===== src/rtl/core/lkpc_pkg.sv =====
// ----------------------------------------------------------------------------
// lkpc_pkg
// shared codes and constants of the lens and keystone position control
// ----------------------------------------------------------------------------
`timescale 1ns / 1ps

package lkpc_pkg;

	// position word width, default of the top level parameter
	localparam int POSITION_BITS_DEF = 16;

	// field widths
	localparam int OPCODE_W = 2;
	localparam int BUTTON_W = 2;
	localparam int COUNT_W  = 8;
	localparam int CMD_W    = 2;
	localparam int SPEED_W  = 8;
	localparam int STEP_W   = 4;
	localparam int TARGET_W = 16;
	localparam int TOL_W    = 8;
	localparam int CFG_IDX_W  = 2;
	localparam int CFG_DATA_W = 16;

	// opcodes
	localparam logic [OPCODE_W-1:0] OP_TICK    = 2'd0;
	localparam logic [OPCODE_W-1:0] OP_BUTTON  = 2'd1;
	localparam logic [OPCODE_W-1:0] OP_ENC_REV = 2'd2;
	localparam logic [OPCODE_W-1:0] OP_ENC_FWD = 2'd3;

	// buttons
	localparam logic [BUTTON_W-1:0] BTN_LEFT   = 2'd0;
	localparam logic [BUTTON_W-1:0] BTN_RIGHT  = 2'd1;
	localparam logic [BUTTON_W-1:0] BTN_MIDDLE = 2'd2;

	// motor commands
	localparam logic [CMD_W-1:0] CMD_NONE  = 2'd0;
	localparam logic [CMD_W-1:0] CMD_SPEED = 2'd1;
	localparam logic [CMD_W-1:0] CMD_STOP  = 2'd2;

	// register indexes
	localparam logic [CFG_IDX_W-1:0] REG_LENS_TARGET     = 2'd0;
	localparam logic [CFG_IDX_W-1:0] REG_KEYSTONE_TARGET = 2'd1;
	localparam logic [CFG_IDX_W-1:0] REG_LENS_TOLERANCE  = 2'd2;

	// drive profile
	localparam int SPEED_MAX       = 75;
	localparam int SPEED_MIN       = 30;
	localparam int LENS_NEAR       = 20;
	localparam int LENS_FAR        = 100;
	localparam int TOLERANCE_RESET = 3;
	localparam int KEYSTONE_STEP   = 5;

	// (m * 45) / 100 as m * ceil(45 * 2^19 / 100) >> 19, exact for m <= 100
	localparam int RECIP_SHIFT = 19;
	localparam int SLOPE_RECIP =
		((SPEED_MAX - SPEED_MIN) * (2 ** RECIP_SHIFT) + LENS_FAR - 1) / LENS_FAR;
	localparam int SLOPE_W     = $clog2(SLOPE_RECIP + 1);
	localparam int MAG_LO_W    = 7;
	localparam int PROD_W      = SLOPE_W + MAG_LO_W;
	localparam int SPD_MAG_W   = 7;

endpackage


===== src/rtl/core/lkpc_speed.sv =====
// ----------------------------------------------------------------------------
// lkpc_speed
// lens drive speed from the signed distance between position and target
// ----------------------------------------------------------------------------
`timescale 1ns / 1ps

module lkpc_speed #(
	parameter int POSITION_BITS = lkpc_pkg::POSITION_BITS_DEF
) (
	input  logic [POSITION_BITS-1:0]             position,
	input  logic signed [lkpc_pkg::TARGET_W-1:0] target,
	input  logic [lkpc_pkg::TOL_W-1:0]           tolerance,
	output logic signed [lkpc_pkg::SPEED_W-1:0]  speed
);

	logic [31:0]                        tgt_ext;
	logic [POSITION_BITS-1:0]           diff;
	logic                               neg;
	logic [POSITION_BITS-1:0]           mag;
	logic [31:0]                        mag_ext;
	logic [lkpc_pkg::PROD_W-1:0]        prod;
	logic [lkpc_pkg::SPD_MAG_W-1:0]     spd_mag;

	always_comb begin
		tgt_ext = 32'(target);
		diff    = position - tgt_ext[POSITION_BITS-1:0];
		neg     = diff[POSITION_BITS-1];
		// the most negative distance maps to its unsigned magnitude
		mag     = neg ? (~diff + 1'b1) : diff;
		mag_ext = 32'(mag);
		prod    = lkpc_pkg::PROD_W'(mag[lkpc_pkg::MAG_LO_W-1:0])
			* lkpc_pkg::PROD_W'(lkpc_pkg::SLOPE_RECIP);

		if (mag_ext <= 32'(tolerance)) begin
			spd_mag = '0;
		end else if (mag_ext <= 32'(lkpc_pkg::LENS_NEAR)) begin
			spd_mag = lkpc_pkg::SPD_MAG_W'(lkpc_pkg::SPEED_MIN);
		end else if (mag_ext <= 32'(lkpc_pkg::LENS_FAR)) begin
			spd_mag = lkpc_pkg::SPD_MAG_W'(prod[lkpc_pkg::PROD_W-1:lkpc_pkg::RECIP_SHIFT])
				+ lkpc_pkg::SPD_MAG_W'(lkpc_pkg::SPEED_MIN);
		end else begin
			spd_mag = lkpc_pkg::SPD_MAG_W'(lkpc_pkg::SPEED_MAX);
		end

		speed = neg ? -lkpc_pkg::SPEED_W'(spd_mag) : lkpc_pkg::SPEED_W'(spd_mag);
	end

endmodule


===== src/rtl/core/lens_keystone_position_control.sv =====
// ----------------------------------------------------------------------------
// lens_keystone_position_control: lens dc motor and keystone stepper control
// timing: an accepted item goes through the input register, then the result
//   register; a stalled result holds the next item in the input register
// throughput: one item per cycle while out_ready is high, set by the single-pass compute stage
// reset: arst_n clears both modes to homing, positions to zero, registers to
//   their reset values and both pipeline registers to empty
// ----------------------------------------------------------------------------
`timescale 1ns / 1ps

module lens_keystone_position_control #(
	parameter int POSITION_BITS = lkpc_pkg::POSITION_BITS_DEF
) (
	input  logic                                  clk,
	input  logic                                  arst_n,
	// configuration write port
	input  logic                                  cfg_write,
	input  logic [lkpc_pkg::CFG_IDX_W-1:0]        cfg_index,
	input  logic [lkpc_pkg::CFG_DATA_W-1:0]       cfg_data,
	// input channel
	input  logic                                  in_valid,
	output logic                                  in_ready,
	input  logic [lkpc_pkg::OPCODE_W-1:0]         opcode,
	input  logic [lkpc_pkg::BUTTON_W-1:0]         button_id,
	input  logic [lkpc_pkg::COUNT_W-1:0]          move_count,
	// output channel
	output logic                                  out_valid,
	input  logic                                  out_ready,
	output logic [lkpc_pkg::CMD_W-1:0]            motor_command,
	output logic signed [lkpc_pkg::SPEED_W-1:0]   motor_speed,
	output logic signed [lkpc_pkg::STEP_W-1:0]    stepper_move
);

	// configuration registers
	logic signed [lkpc_pkg::TARGET_W-1:0] lens_target_q;
	logic signed [lkpc_pkg::TARGET_W-1:0] keystone_target_q;
	logic [lkpc_pkg::TOL_W-1:0]           lens_tolerance_q;

	// control state
	logic [POSITION_BITS-1:0] lens_position_q;
	logic                     lens_running_q;
	logic [POSITION_BITS-1:0] keystone_position_q;
	logic                     keystone_running_q;

	// input register
	logic                            valid_s1;
	logic [lkpc_pkg::OPCODE_W-1:0]   opcode_s1;
	logic [lkpc_pkg::BUTTON_W-1:0]   button_s1;
	logic [lkpc_pkg::COUNT_W-1:0]    count_s1;

	// result register
	logic                                 out_valid_q;
	logic [lkpc_pkg::CMD_W-1:0]           command_q;
	logic signed [lkpc_pkg::SPEED_W-1:0]  speed_q;
	logic signed [lkpc_pkg::STEP_W-1:0]   step_q;

	// handshake
	logic advance;
	logic accept;

	// single-pass compute
	logic signed [lkpc_pkg::SPEED_W-1:0]  lens_speed;
	logic [31:0]                          ktgt_ext;
	logic [lkpc_pkg::CMD_W-1:0]           command_d;
	logic signed [lkpc_pkg::SPEED_W-1:0]  speed_d;
	logic signed [lkpc_pkg::STEP_W-1:0]   step_d;
	logic [POSITION_BITS-1:0]             lens_position_d;
	logic                                 lens_running_d;
	logic [POSITION_BITS-1:0]             keystone_position_d;
	logic                                 keystone_running_d;

	// the input register drains whenever the result register is free or
	// being emptied, so a new item is taken while a result waits
	assign advance  = valid_s1 && (!out_valid_q || out_ready);
	assign in_ready = !valid_s1 || advance;
	assign accept   = in_valid && in_ready;

	// configuration writes, indexes beyond the list are dropped
	always_ff @(posedge clk or negedge arst_n) begin
		if (!arst_n) begin
			lens_target_q     <= '0;
			keystone_target_q <= '0;
			lens_tolerance_q  <= lkpc_pkg::TOL_W'(lkpc_pkg::TOLERANCE_RESET);
		end else if (cfg_write) begin
			case (cfg_index)
				lkpc_pkg::REG_LENS_TARGET:     lens_target_q     <= cfg_data;
				lkpc_pkg::REG_KEYSTONE_TARGET: keystone_target_q <= cfg_data;
				lkpc_pkg::REG_LENS_TOLERANCE:  lens_tolerance_q  <= cfg_data[lkpc_pkg::TOL_W-1:0];
				default: ;
			endcase
		end
	end

	// input register: valid resets, payload does not
	always_ff @(posedge clk or negedge arst_n) begin
		if (!arst_n) begin
			valid_s1 <= 1'b0;
		end else if (in_ready) begin
			valid_s1 <= in_valid;
		end
	end

	always_ff @(posedge clk) begin
		if (accept) begin
			opcode_s1 <= opcode;
			button_s1 <= button_id;
			count_s1  <= move_count;
		end
	end

	// drive speed from lens distance
	lkpc_speed #(
		.POSITION_BITS(POSITION_BITS)
	) u_speed (
		.position  (lens_position_q),
		.target    (lens_target_q),
		.tolerance (lens_tolerance_q),
		.speed     (lens_speed)
	);

	always_comb begin
		ktgt_ext            = 32'(keystone_target_q);
		command_d           = lkpc_pkg::CMD_NONE;
		speed_d             = '0;
		step_d              = '0;
		lens_position_d     = lens_position_q;
		lens_running_d      = lens_running_q;
		keystone_position_d = keystone_position_q;
		keystone_running_d  = keystone_running_q;

		case (opcode_s1)
			lkpc_pkg::OP_TICK: begin
				// tick while homing gives no action
				if (lens_running_q) begin
					command_d = lkpc_pkg::CMD_SPEED;
					speed_d   = lens_speed;
					// keystone only moves while the lens sits within tolerance
					if (lens_speed == '0) begin
						if (!keystone_running_q) begin
							step_d = lkpc_pkg::STEP_W'(lkpc_pkg::KEYSTONE_STEP);
						end else if ($signed(keystone_position_q)
							> $signed(ktgt_ext[POSITION_BITS-1:0])) begin
							step_d = lkpc_pkg::STEP_W'(lkpc_pkg::KEYSTONE_STEP);
							keystone_position_d = keystone_position_q
								- POSITION_BITS'(lkpc_pkg::KEYSTONE_STEP);
						end else if ($signed(keystone_position_q)
							< $signed(ktgt_ext[POSITION_BITS-1:0])) begin
							step_d = -lkpc_pkg::STEP_W'(lkpc_pkg::KEYSTONE_STEP);
							keystone_position_d = keystone_position_q
								+ POSITION_BITS'(lkpc_pkg::KEYSTONE_STEP);
						end
					end
				end
			end
			lkpc_pkg::OP_BUTTON: begin
				case (button_s1)
					lkpc_pkg::BTN_RIGHT: begin
						// first press ends homing, later presses zero the position
						if (lens_running_q) begin
							lens_position_d = '0;
						end else begin
							lens_running_d = 1'b1;
						end
						command_d = lkpc_pkg::CMD_STOP;
					end
					lkpc_pkg::BTN_MIDDLE: begin
						keystone_running_d = 1'b1;
					end
					default: ;
				endcase
			end
			default: begin
				// encoder movement, ignored while homing
				if (lens_running_q) begin
					if (opcode_s1 inside {lkpc_pkg::OP_ENC_REV}) begin
						lens_position_d = lens_position_q + POSITION_BITS'(count_s1);
					end else begin
						lens_position_d = lens_position_q - POSITION_BITS'(count_s1);
					end
				end
			end
		endcase
	end

	// state commits when the item moves into the result register
	always_ff @(posedge clk or negedge arst_n) begin
		if (!arst_n) begin
			lens_position_q     <= '0;
			lens_running_q      <= 1'b0;
			keystone_position_q <= '0;
			keystone_running_q  <= 1'b0;
		end else if (advance) begin
			lens_position_q     <= lens_position_d;
			lens_running_q      <= lens_running_d;
			keystone_position_q <= keystone_position_d;
			keystone_running_q  <= keystone_running_d;
		end
	end

	// result register
	always_ff @(posedge clk or negedge arst_n) begin
		if (!arst_n) begin
			out_valid_q <= 1'b0;
		end else if (advance) begin
			out_valid_q <= 1'b1;
		end else if (out_ready) begin
			out_valid_q <= 1'b0;
		end
	end

	always_ff @(posedge clk) begin
		if (advance) begin
			command_q <= command_d;
			speed_q   <= speed_d;
			step_q    <= step_d;
		end
	end

	assign out_valid     = out_valid_q;
	assign motor_command = command_q;
	assign motor_speed   = speed_q;
	assign stepper_move  = step_q;

endmodule


===== config.mk =====
export PLATFORM = sky130hd
export DESIGN_NAME = lens_keystone_position_control
export DESIGN_NICKNAME = d
export VERILOG_FILES = /design/src/rtl/core/lkpc_pkg.sv /design/src/rtl/core/lkpc_speed.sv /design/src/rtl/core/lens_keystone_position_control.sv
export SDC_FILE = /design/constraint.sdc
export NUM_CORES = 1
export LEC_CHECK = 0
export ABC_AREA = 1
export BUFFER_PORTS_ARGS = -buffer_cell sky130_fd_sc_hd__buf_2
export CAP_MARGIN = 20
export CORE_MARGIN = 1
export CORE_UTILIZATION = 55
export DETAILED_ROUTE_END_ITERATION = 8
export PLACE_DENSITY = 0.75
export SYNTH_ARGS = -nofsm -noshare
export SYNTH_HDL_FRONTEND = slang
export SYNTH_HIERARCHICAL = 1
export SYNTH_SLANG_ARGS = --single-unit

===== constraint.sdc =====
create_clock -name clk -period 16.9 [get_ports clk]
set_input_delay 3.38 -clock clk [delete_from_list [all_inputs] [get_ports clk]]
set_output_delay 3.38 -clock clk [all_outputs]
set_load 0.02 [all_outputs]

==> results.md, run 1 <==
* Post-CTS Setup Bufs at 0
* Die height at 134 um
* Setup TNS at 0 ps
* Share of layout cells above drive strength 1 at 8.28%
* Max clock buf depth at 2
* Worst-Margin Slew at 981 ps
* Worst path max stage delay at 520 ps
* DR vias at 8191
* Startpoint types: flop
* HPWL Detailed at 18.0 mm
* Hold Path Depth at 2
* Non-Filler Instances at 1572
* Critical path class: reg -> reg
* Antenna-violating nets left at 0
* Final setup vio count at 0
* Max-slew headroom at 34.6%
* Multi-input gate area at 0.00593 mm^2
* Critical path arrival at 8860 ps
* Clock edge transition at the registers on the reported setup and hold paths at 70 ps
* Clock sinks at 101
* Total global routing overflow at 0
* Syn nets at 1487
* Critical Path RT at 17140 ps
* Number of synthesized register bits at 101
* Max-slew violations at 0
* # resized after CTS at 0
* Avg WL per Cell at 13.8 um
* Ys flop type: dfrtp_1
* GRT Overall Usage at 25.6%
* Top-Level Pins at 51
* DRT Wirelength at 21.7 mm
* Hold Crit Class: reg -> reg
* N_diodes at 0
* Critical-path maximum fanout at 23
* Synth Instances at 1300
* Sequential share of the synthesized area at 27.8%
* Cell Area, Synth at 0.00955 mm^2
* Netlist cell types at 52
* Synthesis Warnings at 6
* Clock Latency Late Sink at 350 ps
* CTS tree: done
* Htree depth at 3
* Max Cap Viol at 0
* Total CTS buffers at 9
* Area grow syn2layout at 7.74%
* First-pass GRT wire length at 36.8 mm
* # fillers at 1537
* Slowest CP cell: fa_1
* CP dominant cell by count: nand2_1
* Die Area at 0.0179 mm^2
* Register area at 0.00266 mm^2
* Outcome: complete, no violations
* # nets final at 1534
* Number of core rows at 47
* Routed vias/inst at 5.21
* Cells after DPL at 1556
* GP Congestion at 0.941
* Final Critical Period at 8620 ps
* Reg2reg path depth at 46
* Largest net degree at the start of global routing at 77
* Met1 wire length at 9.75 mm
* Critical path endpoint category: flop
* Asr flop ratio synth at 75.2%
* # DRC at 0
* FMAX at 116 MHz
* Final Hold Violating Endpoints at 0
* Core Area at 0.0168 mm^2
* Top layer in use: met4
* Metal3 WL at 688 um
* DRT iter0 DRCs at 495
* Initial antenna violation count at 0
* Die Wd at 134 um
* Drt pass-1 iters at 5
* RSZ-0062 raised after global routing: no
* Vias in the first global route at 7867
* Metal2 WL at 10.9 mm
* Post-synth EDFFs at 25
* Initial Utilization at 57.0%
* Port-buffer cells at 50
* Syn avg cell area at 7.35 um^2
* Hold_buf cts at 0
* Period utilisation layout at 51.0%
* Worst Skew at 12.9 ps
* CTS root buf: clkbuf_16
## stage by stage
stage,hold WS [ps],area [um^2],setup WS (ps),utilization [%]
after floorplan,453,9550,9600,-
after global placement,467,9990,8470,59.6
after detailed placement,474,9990,8310,59.6
after CTS,492,10300,8270,61.4
after global routing,506,10300,7480,61.4
final,489,10300,8280,61.4
## layer usage
layer / GRT usage [%] / vias up
met3: 2.76 / 26
met1: 32.5 / 3722
met4: 7.45 / 0
met2: 45.7 / 159
met5: 0 / -
li1: - / 4284
## cell usage after synthesis, types with 7 or more instances
cell	number	area (um^2)
o21ai_2	8	70.1
nand2_1	329	1230
nand3_1	67	335
o21ai_1	8	40.0
a21oi_1	72	360
inv_1	226	848
nand4_1	12	75.1
xor2_1	34	298
nor3_1	13	65.1
edfxtp_1	25	751
nor2_1	85	319
o21ai_0	84	420
fa_1	18	360
inv_2	7	26.3
xnor2_1	17	149
ha_1	134	1680
clkbuf_1	8	30.0
dfrtp_1	74	1850
## state kept, by name, indices dropped and copies added (netlist names)
| register | cells |
|---|---|
| opcode_s1 | 2 |
| keystone_running_q | 1 |
| count_s1 | 8 |
| button_s1 | 2 |
| stepper_move | 3 |
| lens_running_q | 1 |
| lens_tolerance_q | 8 |
| valid_s1 | 1 |
| out_valid | 1 |
| keystone_position_q | 16 |
| motor_command | 2 |
| motor_speed | 8 |
| keystone_target_q | 16 |
| lens_target_q | 16 |
| lens_position_q | 16 |
## worst paths after layout
kind | startpoint | endpoint | slack [ps]
min in group asynchronous | arst_n | lens_target_q[11] | 3150
min | lens_tolerance_q[2] | lens_tolerance_q[2] | 490
max reg2reg | lens_target_q[9] | keystone_position_q[15] | 8280
max | lens_target_q[9] | keystone_position_q[15] | 8280
min reg2reg | lens_tolerance_q[2] | lens_tolerance_q[2] | 490
max in group asynchronous | arst_n | keystone_position_q[8] | 13080
## placed cells by master, fill, tap and decap left out, drive strengths merged, types with 4 or more instances in the layout
cell type,count
nand2,335
inv,236
ha,134
o21ai,100
nor2,93
dfrtp,74
a21oi,74
nand3,69
buf,50
xor2,34
edfxtp,25
fa,18
xnor2,17
nor3,14
nand4,12
clkbuf,9
or2,6
a211oi,5
o21bai,5
o31ai,4
a31oi,4
a21o,4
## kinds of logic (layout without fill, tap and decap cells)
logic type               count (synthesis)  in the layout  synth area share [%]
AO/OA/AOI/OAI                          212            212                  12.5
XOR/XNOR                                51             51                  4.68
flip-flops                             101            101                  27.8
adder cells (fa/ha/maj)                152            152                  21.3
buffers and inverters                  249            301                  10.1
AND/OR/NAND/NOR                        535            535                  23.5
## critical path, delay by kind of cell (launching register included)
family | cells | cell delay, ps
buffers and inverters | 9 | 890
adder cells (fa/ha/maj) | 7 | 2620
flip-flops | 1 | 380
AND/OR/NAND/NOR | 26 | 3440
AO/OA/AOI/OAI | 2 | 410
XOR/XNOR | 2 | 720
## layout make-up
| class | count | area share, % |
|---|---|---|
| clock buffers | 9 | 2.19 |
| flip-flops and latches | 101 | 25.8 |
| inverters | 235 | 8.60 |
| repair buffers | 50 | 2.46 |
| well taps | 220 | 2.68 |
| multi-input cells | 950 | 57.6 |
| clock inverters | 7 | 0.681 |
Power of run 1 is left out: the tool's default activity adds up to more than one toggle a clock period on the data nets, which glitch-free logic cannot reach.
==> inputs of run 2 (changes only) <==
- ABC_AREA: 1 -> 0
- PLACE_DENSITY: 0.75 -> 0.78
- clock period: 16.9 -> 7.8 ns (I/O delays scaled with it)
==> run 2 against run 1 <==
Compared with the run above: the run now ends with negative setup slack left; die area increased by 0.11%; final cell count decreased by 8.3%; non-clock buffer count increased by 169; worst setup slack got worse by 9000 ps; synthesized area increased by 0.12%; via count decreased by 0.65%; synthesized cell count decreased by 23%; largest cell class unchanged.
==> results.md, run 2 <==
* Critical path endpoint category: flop
* Hold path start: keystone_position_q[15]
* DRT iter0 DRCs at 418 (-16%)
* Hold_buf cts at 0 (unchanged)
* Asr flop ratio synth at 75.2% (unchanged)
* Initial Utilization at 57.1% (+0.067 points)
* Htree depth at 3 (unchanged)
* Final Hold Violating Endpoints at 0 (unchanged)
* Number of core rows at 47 (unchanged)
* Final Critical Period at 8530 ps (-92.3 ps)
* Most common cell in the netlist: ha_1
* Largest cells by area after synthesis: dfrtp_1 (19%), ha_1 (18%), edfxtp_1 (7.9%), mux2_2 (5.7%), inv_1 (4.5%)
* Max-slew violations at 0 (unchanged)
* Met1 wire length at 10.4 mm (+7.1%)
* Syn nets at 1186 (-20%)
* Top-area cell type share of the netlist area at 19.4% (-0.023 points)
* Fin worst setup slack at -729 ps (-9010 ps)
* Synthesis Warnings at 6 (unchanged)
* First-pass GRT wire length at 39.0 mm (+5.9%)
* Critical-path maximum fanout at 5 (-78%)
* RSZ-0062 raised after global routing: yes
* Synth Instances at 999 (-23%)
* Placed cell area at 0.0114 mm^2 (+14%)
* Hold Crit Class: reg -> reg
* Syn avg cell area at 9.57 um^2 (+30%)
* Ys flop type: dfrtp_1
* Worst Setup SP: lens_position_q[0]
* Sequential share of the synthesized area at 27.8% (-0.033 points)
* Critical path arrival at 8770 ps (-90 ps)
* Vias in the first global route at 8207 (+4.3%)
* CTS root buf: clkbuf_16
* Drt pass-1 iters at 5 (unchanged)
* CTS tree: done
* Critical path class: reg -> reg
* Post-Route Utilization at 72.9% (+11 points)
* Slowest CP cell: fa_1
* CP dominant cell by count: inv_2
* N_diodes at 0 (unchanged)
* # fillers at 1158 (-25%)
* Die Wd at 134 um (about the same)
* Top-Level Pins at 51 (unchanged)
* DR vias at 8138 (-0.65%)
* Largest net degree at the start of global routing at 77 (unchanged)
* Post-synth top area cell: dfrtp_1
* Max-slew headroom at 38.1% (+3.6 points)
* Die Area at 0.0179 mm^2 (+0.11%)
* Most frequent cells in the layout: buf_4 (163), ha_1 (114), inv_1 (105)
* Largest delay share family, worst path: adder cells
* FMAX at 117 MHz (+1.1%)
* HPWL Detailed at 18.4 mm (+2.5%)
* Post-synth EDFFs at 25 (unchanged)
* Worst Skew at 14.6 ps (+1.71 ps)
* Clock Latency Late Sink at 360 ps (about the same)
* Metal2 WL at 12.1 mm (+11%)
* Max clock buf depth at 2 (unchanged)
* Routed vias/inst at 5.65 (+8.4%)
* Total CTS buffers at 9 (unchanged)
* Total global routing overflow at 0 (unchanged)
* Antenna-violating nets left at 0 (unchanged)
* GP Congestion at 0.873 (-7.3%)
* Avg WL per Cell at 16.7 um (+21%)
* Commonest cells post-synth: ha_1 (134), inv_1 (114), dfrtp_1 (74), a21oi_1 (60), nor2_1 (58)
* R2R Path Start: lens_position_q[0]
* GRT Overall Usage at 27.3% (+1.7 points)
* Final setup vio count at 19 (+19)
* Metal3 WL at 742 um (+7.8%)
* Netlist cell types at 85 (+63%)
* Hold Slack at 477 ps (-11.8 ps)
* Design area at 0.0122 mm^2 (+19%)
* Outcome: finished, violations left
* Commonest non-fill, non-tap cell in the layout: buf_4
* Die height at 134 um (about the same)
* Initial antenna violation count at 0 (unchanged)
* Clock edge transition at the registers on the reported setup and hold paths at 70 ps (about the same)
* Period utilisation layout at 109% (+58 points)
* Max Cap Viol at 0 (unchanged)
* CP Buf/Inv Count at 9 (unchanged)
* Area grow syn2layout at 27.8%
* Top layer in use: met4
* Share of layout cells above drive strength 1 at 33.1% (+25 points)
* Clock sinks at 101 (unchanged)
* # DRC at 0 (unchanged)
* Critical Path RT at 8040 ps (-9100 ps)
* Worst-Margin Slew at 928 ps (-53.4 ps)
* Number of synthesized register bits at 101 (unchanged)
* # nets final at 1403 (-8.5%)
* Worst path max stage delay at 530 ps (about the same)
* Core Area at 0.0168 mm^2 (unchanged)
* Failing checks: negative setup slack
* Cell Area, Synth at 0.00956 mm^2 (+0.12%)
* Port-buffer cells at 50 (unchanged)
* Startpoint types: flop
* DRT Wirelength at 24.0 mm (+11%)
-- run 2: per-layer routing --
layer / up-vias / track usage, %
met5: - / 0
met4: 0 / 10.4
met3: 53 / 2.80
met2: 179 / 48.4
met1: 3873 / 34.1
li1: 4033 / -
-- run 2: cells by family (layout without fill, tap and decap cells) --
logic type                 Yosys count  after routing  synth area share, %
and+or+nand+nor                    252            252                 13.8
AOI/OAI and AO/OA                  240            240                 18.3
DFF                                101            101                 27.8
buffers and inverters              129            351                 5.30
muxes                               64             64                 7.85
xor gates and xnor gates            61             61                 5.74
adders and majority gates          152            152                 21.3
-- run 2: area by class of cell --
cell class                 count  area [um^2]  area share (%)
clock inverter                 6         76.3           0.625
sequential                   101         2660            21.7
inverter                     116          435            3.56
timing repair buffer         219         1570            12.9
tap                          220          275            2.25
clock buffer                  10          239            1.96
multi-input combinational    769         6970            57.0
-- run 2: worst paths after layout --
check                                          endpoint  slack [ps]  cells past startpoint
worst min register to register  keystone_position_q[15]         480                      1
worst max register to register   keystone_position_q[7]        -730                     38
max in group asynchronous       keystone_position_q[14]        5850                      1
worst max-delay path             keystone_position_q[7]        -730                     38
min in group asynchronous           lens_position_q[13]        1320                      1
worst min-delay path            keystone_position_q[15]         480                      1
-- run 2: metrics by stage --
step	worst slack [ps]	instances	setup TNS, ps
2_1_floorplan	-510	999	-7090
3_3_place_gp	-633	1405	-9640
3_5_place_dp	-953	1405	-15480
4_1_cts	-668	1434	-10350
5_1_grt	-1040	1441	-17890
6_report	-729	1441	-11570
-- run 2: repair_timing --
action                                  in CTS  in global routing
pin swaps                                   23                 24
gates cloned                                 1                  0
buffers inserted                            12                  7
endpoints found under the setup margin      19                 20
gates resized for setup                     35                 30
Power of run 2 is left out for the same reason.
==> inputs of run 3 (changes only) <==
- CORE_UTILIZATION: 55 -> 50
- PLACE_DENSITY: 0.78 -> 0.69
==> run 3 against run 2 <==
Compared with the run above: the run still ends with negative setup slack left; highest routed layer unchanged; maximum frequency down 2.2%; count of clock-buffer cells in the layout down 1; final cell count up 1.8%; final area down 0.38%; non-clock buffer count up 12; register-to-register slack worse by 190 ps; critical path depth up 1; global-route usage down 3.0 points; first-iteration DRC count down 16%; die area up 9.8%; largest cell class unchanged.
==> results.md, run 3 (synthesis results as in run 2) <==
* Startpoint types: flop
* Core Area at 0.0187 mm^2 (+12%)
* Share of layout cells above drive strength 1 at 32.1% (-0.97 points)
* Hold Slack at 485 ps (+7.28 ps)
* Total global routing overflow at 0 (unchanged)
* Fin worst setup slack at -920 ps (-191 ps)
* Max Cap Viol at 0 (unchanged)
* Port-buffer cells at 50 (unchanged)
* Vias in the first global route at 8038 (-2.1%)
* Clock Latency Late Sink at 350 ps (about the same)
* CTS root buf: clkbuf_16
* Hold Crit Class: reg -> reg
* FF-to-FF setup slack at -920 ps (-190 ps)
* Antenna-violating nets left at 0 (unchanged)
* Period utilisation layout at 112% (+2.4 points)
* Drt pass-1 iters at 5 (unchanged)
* Die Area at 0.0197 mm^2 (+9.8%)
* Initial Utilization at 51.1% (-5.9 points)
* Final Hold Violating Endpoints at 0 (unchanged)
* DRT iter0 DRCs at 350 (-16%)
* Critical-path maximum fanout at 5 (unchanged)
* Critical path class: reg -> reg
* HPWL Detailed at 18.7 mm (+1.3%)
* GRT Overall Usage at 24.3% (-3.0 points)
* RSZ-0062 raised after global routing: yes
* Top-Level Pins at 51 (unchanged)
* Routed vias/inst at 5.49 (-2.7%)
* CTS tree: done
* Most frequent cells in the layout: buf_4 (178), ha_1 (120), inv_1 (109)
* Max clock buf depth at 2 (unchanged)
* Total CTS buffers at 9 (unchanged)
* Register area at 0.00266 mm^2 (unchanged)
* Htree depth at 3 (unchanged)
* Clock edge transition at the registers on the reported setup and hold paths at 70 ps (about the same)
* Failing checks: negative setup slack
* Hold_buf cts at 0 (unchanged)
* Number of core rows at 50 (+6.4%)
* # nets final at 1415 (+0.86%)
* Design area at 0.0122 mm^2 (-0.38%)
* Slowest CP cell: or4_4
* Die height at 140 um (+4.8%)
* # DRC at 0 (unchanged)
* # fillers at 1489 (+29%)
* Worst Skew at 9.06 ps (-5.58 ps)
* Post-Route Utilization at 65.1% (-7.8 points)
* Clock sinks at 101 (unchanged)
* Multi-input gate area at 0.00681 mm^2 (-2.3%)
* Area grow syn2layout at 27.3%
* Die Wd at 140 um (+4.8%)
* Worst-Margin Slew at 939 ps (+10.8 ps)
* Initial antenna violation count at 1 (+1)
* Pre-CTS WS at -909 ps (+44.3 ps)
* Final Critical Period at 8720 ps (+191 ps)
* First-pass GRT wire length at 38.4 mm (-1.6%)
* DRT Wirelength at 23.2 mm (-3.4%)
* Outcome: finished, violations left
* Max-slew headroom at 37.4% (-0.72 points)
* Critical Path RT at 8040 ps (about the same)
* Worst path max stage delay at 440 ps (-90 ps)
* FMAX at 115 MHz (-2.2%)
* GP Congestion at 0.902 (+3.3%)
* Commonest non-fill, non-tap cell in the layout: buf_4
* DR vias at 8061 (-0.95%)
* Critical path endpoint category: flop
* N_diodes at 0 (unchanged)
* Critical path arrival at 8960 ps (+190 ps)
* Largest net degree at the start of global routing at 77 (unchanged)
* Max-slew violations at 0 (unchanged)
* Avg WL per Cell at 15.8 um (-5.1%)
* Final setup vio count at 20 (+1)
* Placed cell area at 0.0114 mm^2 (+0.28%)
## run 3: worst max-delay path: cells and delay by family (launching register included)
kind	cells	cell delay, ps
AO/OA/AOI/OAI	10	2270
XOR/XNOR	4	650
adder cells (fa/ha/maj)	8	2290
buffers and inverters	6	680
flip-flops	1	380
multiplexers	1	290
AND/OR/NAND/NOR	10	2020
## run 3: worst paths after layout
kind	from	endpoint	cells past startpoint
setup / recovery	lens_position_q[0]	keystone_position_q[7]	39
hold / removal	keystone_position_q[15]	keystone_position_q[15]	1
setup reg to reg	lens_position_q[0]	keystone_position_q[7]	39
hold reg to reg	keystone_position_q[15]	keystone_position_q[15]	1
max in group asynchronous	arst_n	keystone_target_q[6]	1
min in group asynchronous	arst_n	lens_position_q[13]	1
## run 3: final cells by class
type | count | share of cell area [%]
sequential | 101 | 21.8
timing repair buffer | 231 | 13.5
clock inverter | 7 | 0.864
inverter | 116 | 3.58
clock buffer | 9 | 1.85
multi-input combinational | 769 | 55.9
tap | 234 | 2.41
## run 3: timing repair
action / CTS / global route
cloned: 0 / 1
pin swaps: 10 / 9
resized for setup: 17 / 17
buffers inserted: 21 / 8
endpoints found under the setup margin: 19 / 20
## run 3: routing by layer
metal  wire length, um  global-route usage (%)
met1             10600                    31.0
met2             11500                    43.5
met3               586                    2.22
met4               520                    7.46
met5                 0                       0
## run 3: through the flow
| stage | setup TNS, ps | std cells |
|---|---|---|
| after floorplan | -7090 | 999 |
| after global placement | -10060 | 1421 |
| after detailed placement | -14590 | 1421 |
| after CTS | -11210 | 1458 |
| after global routing | -23040 | 1467 |
| final | -16300 | 1467 |
Power of run 3 is left out for the same reason.
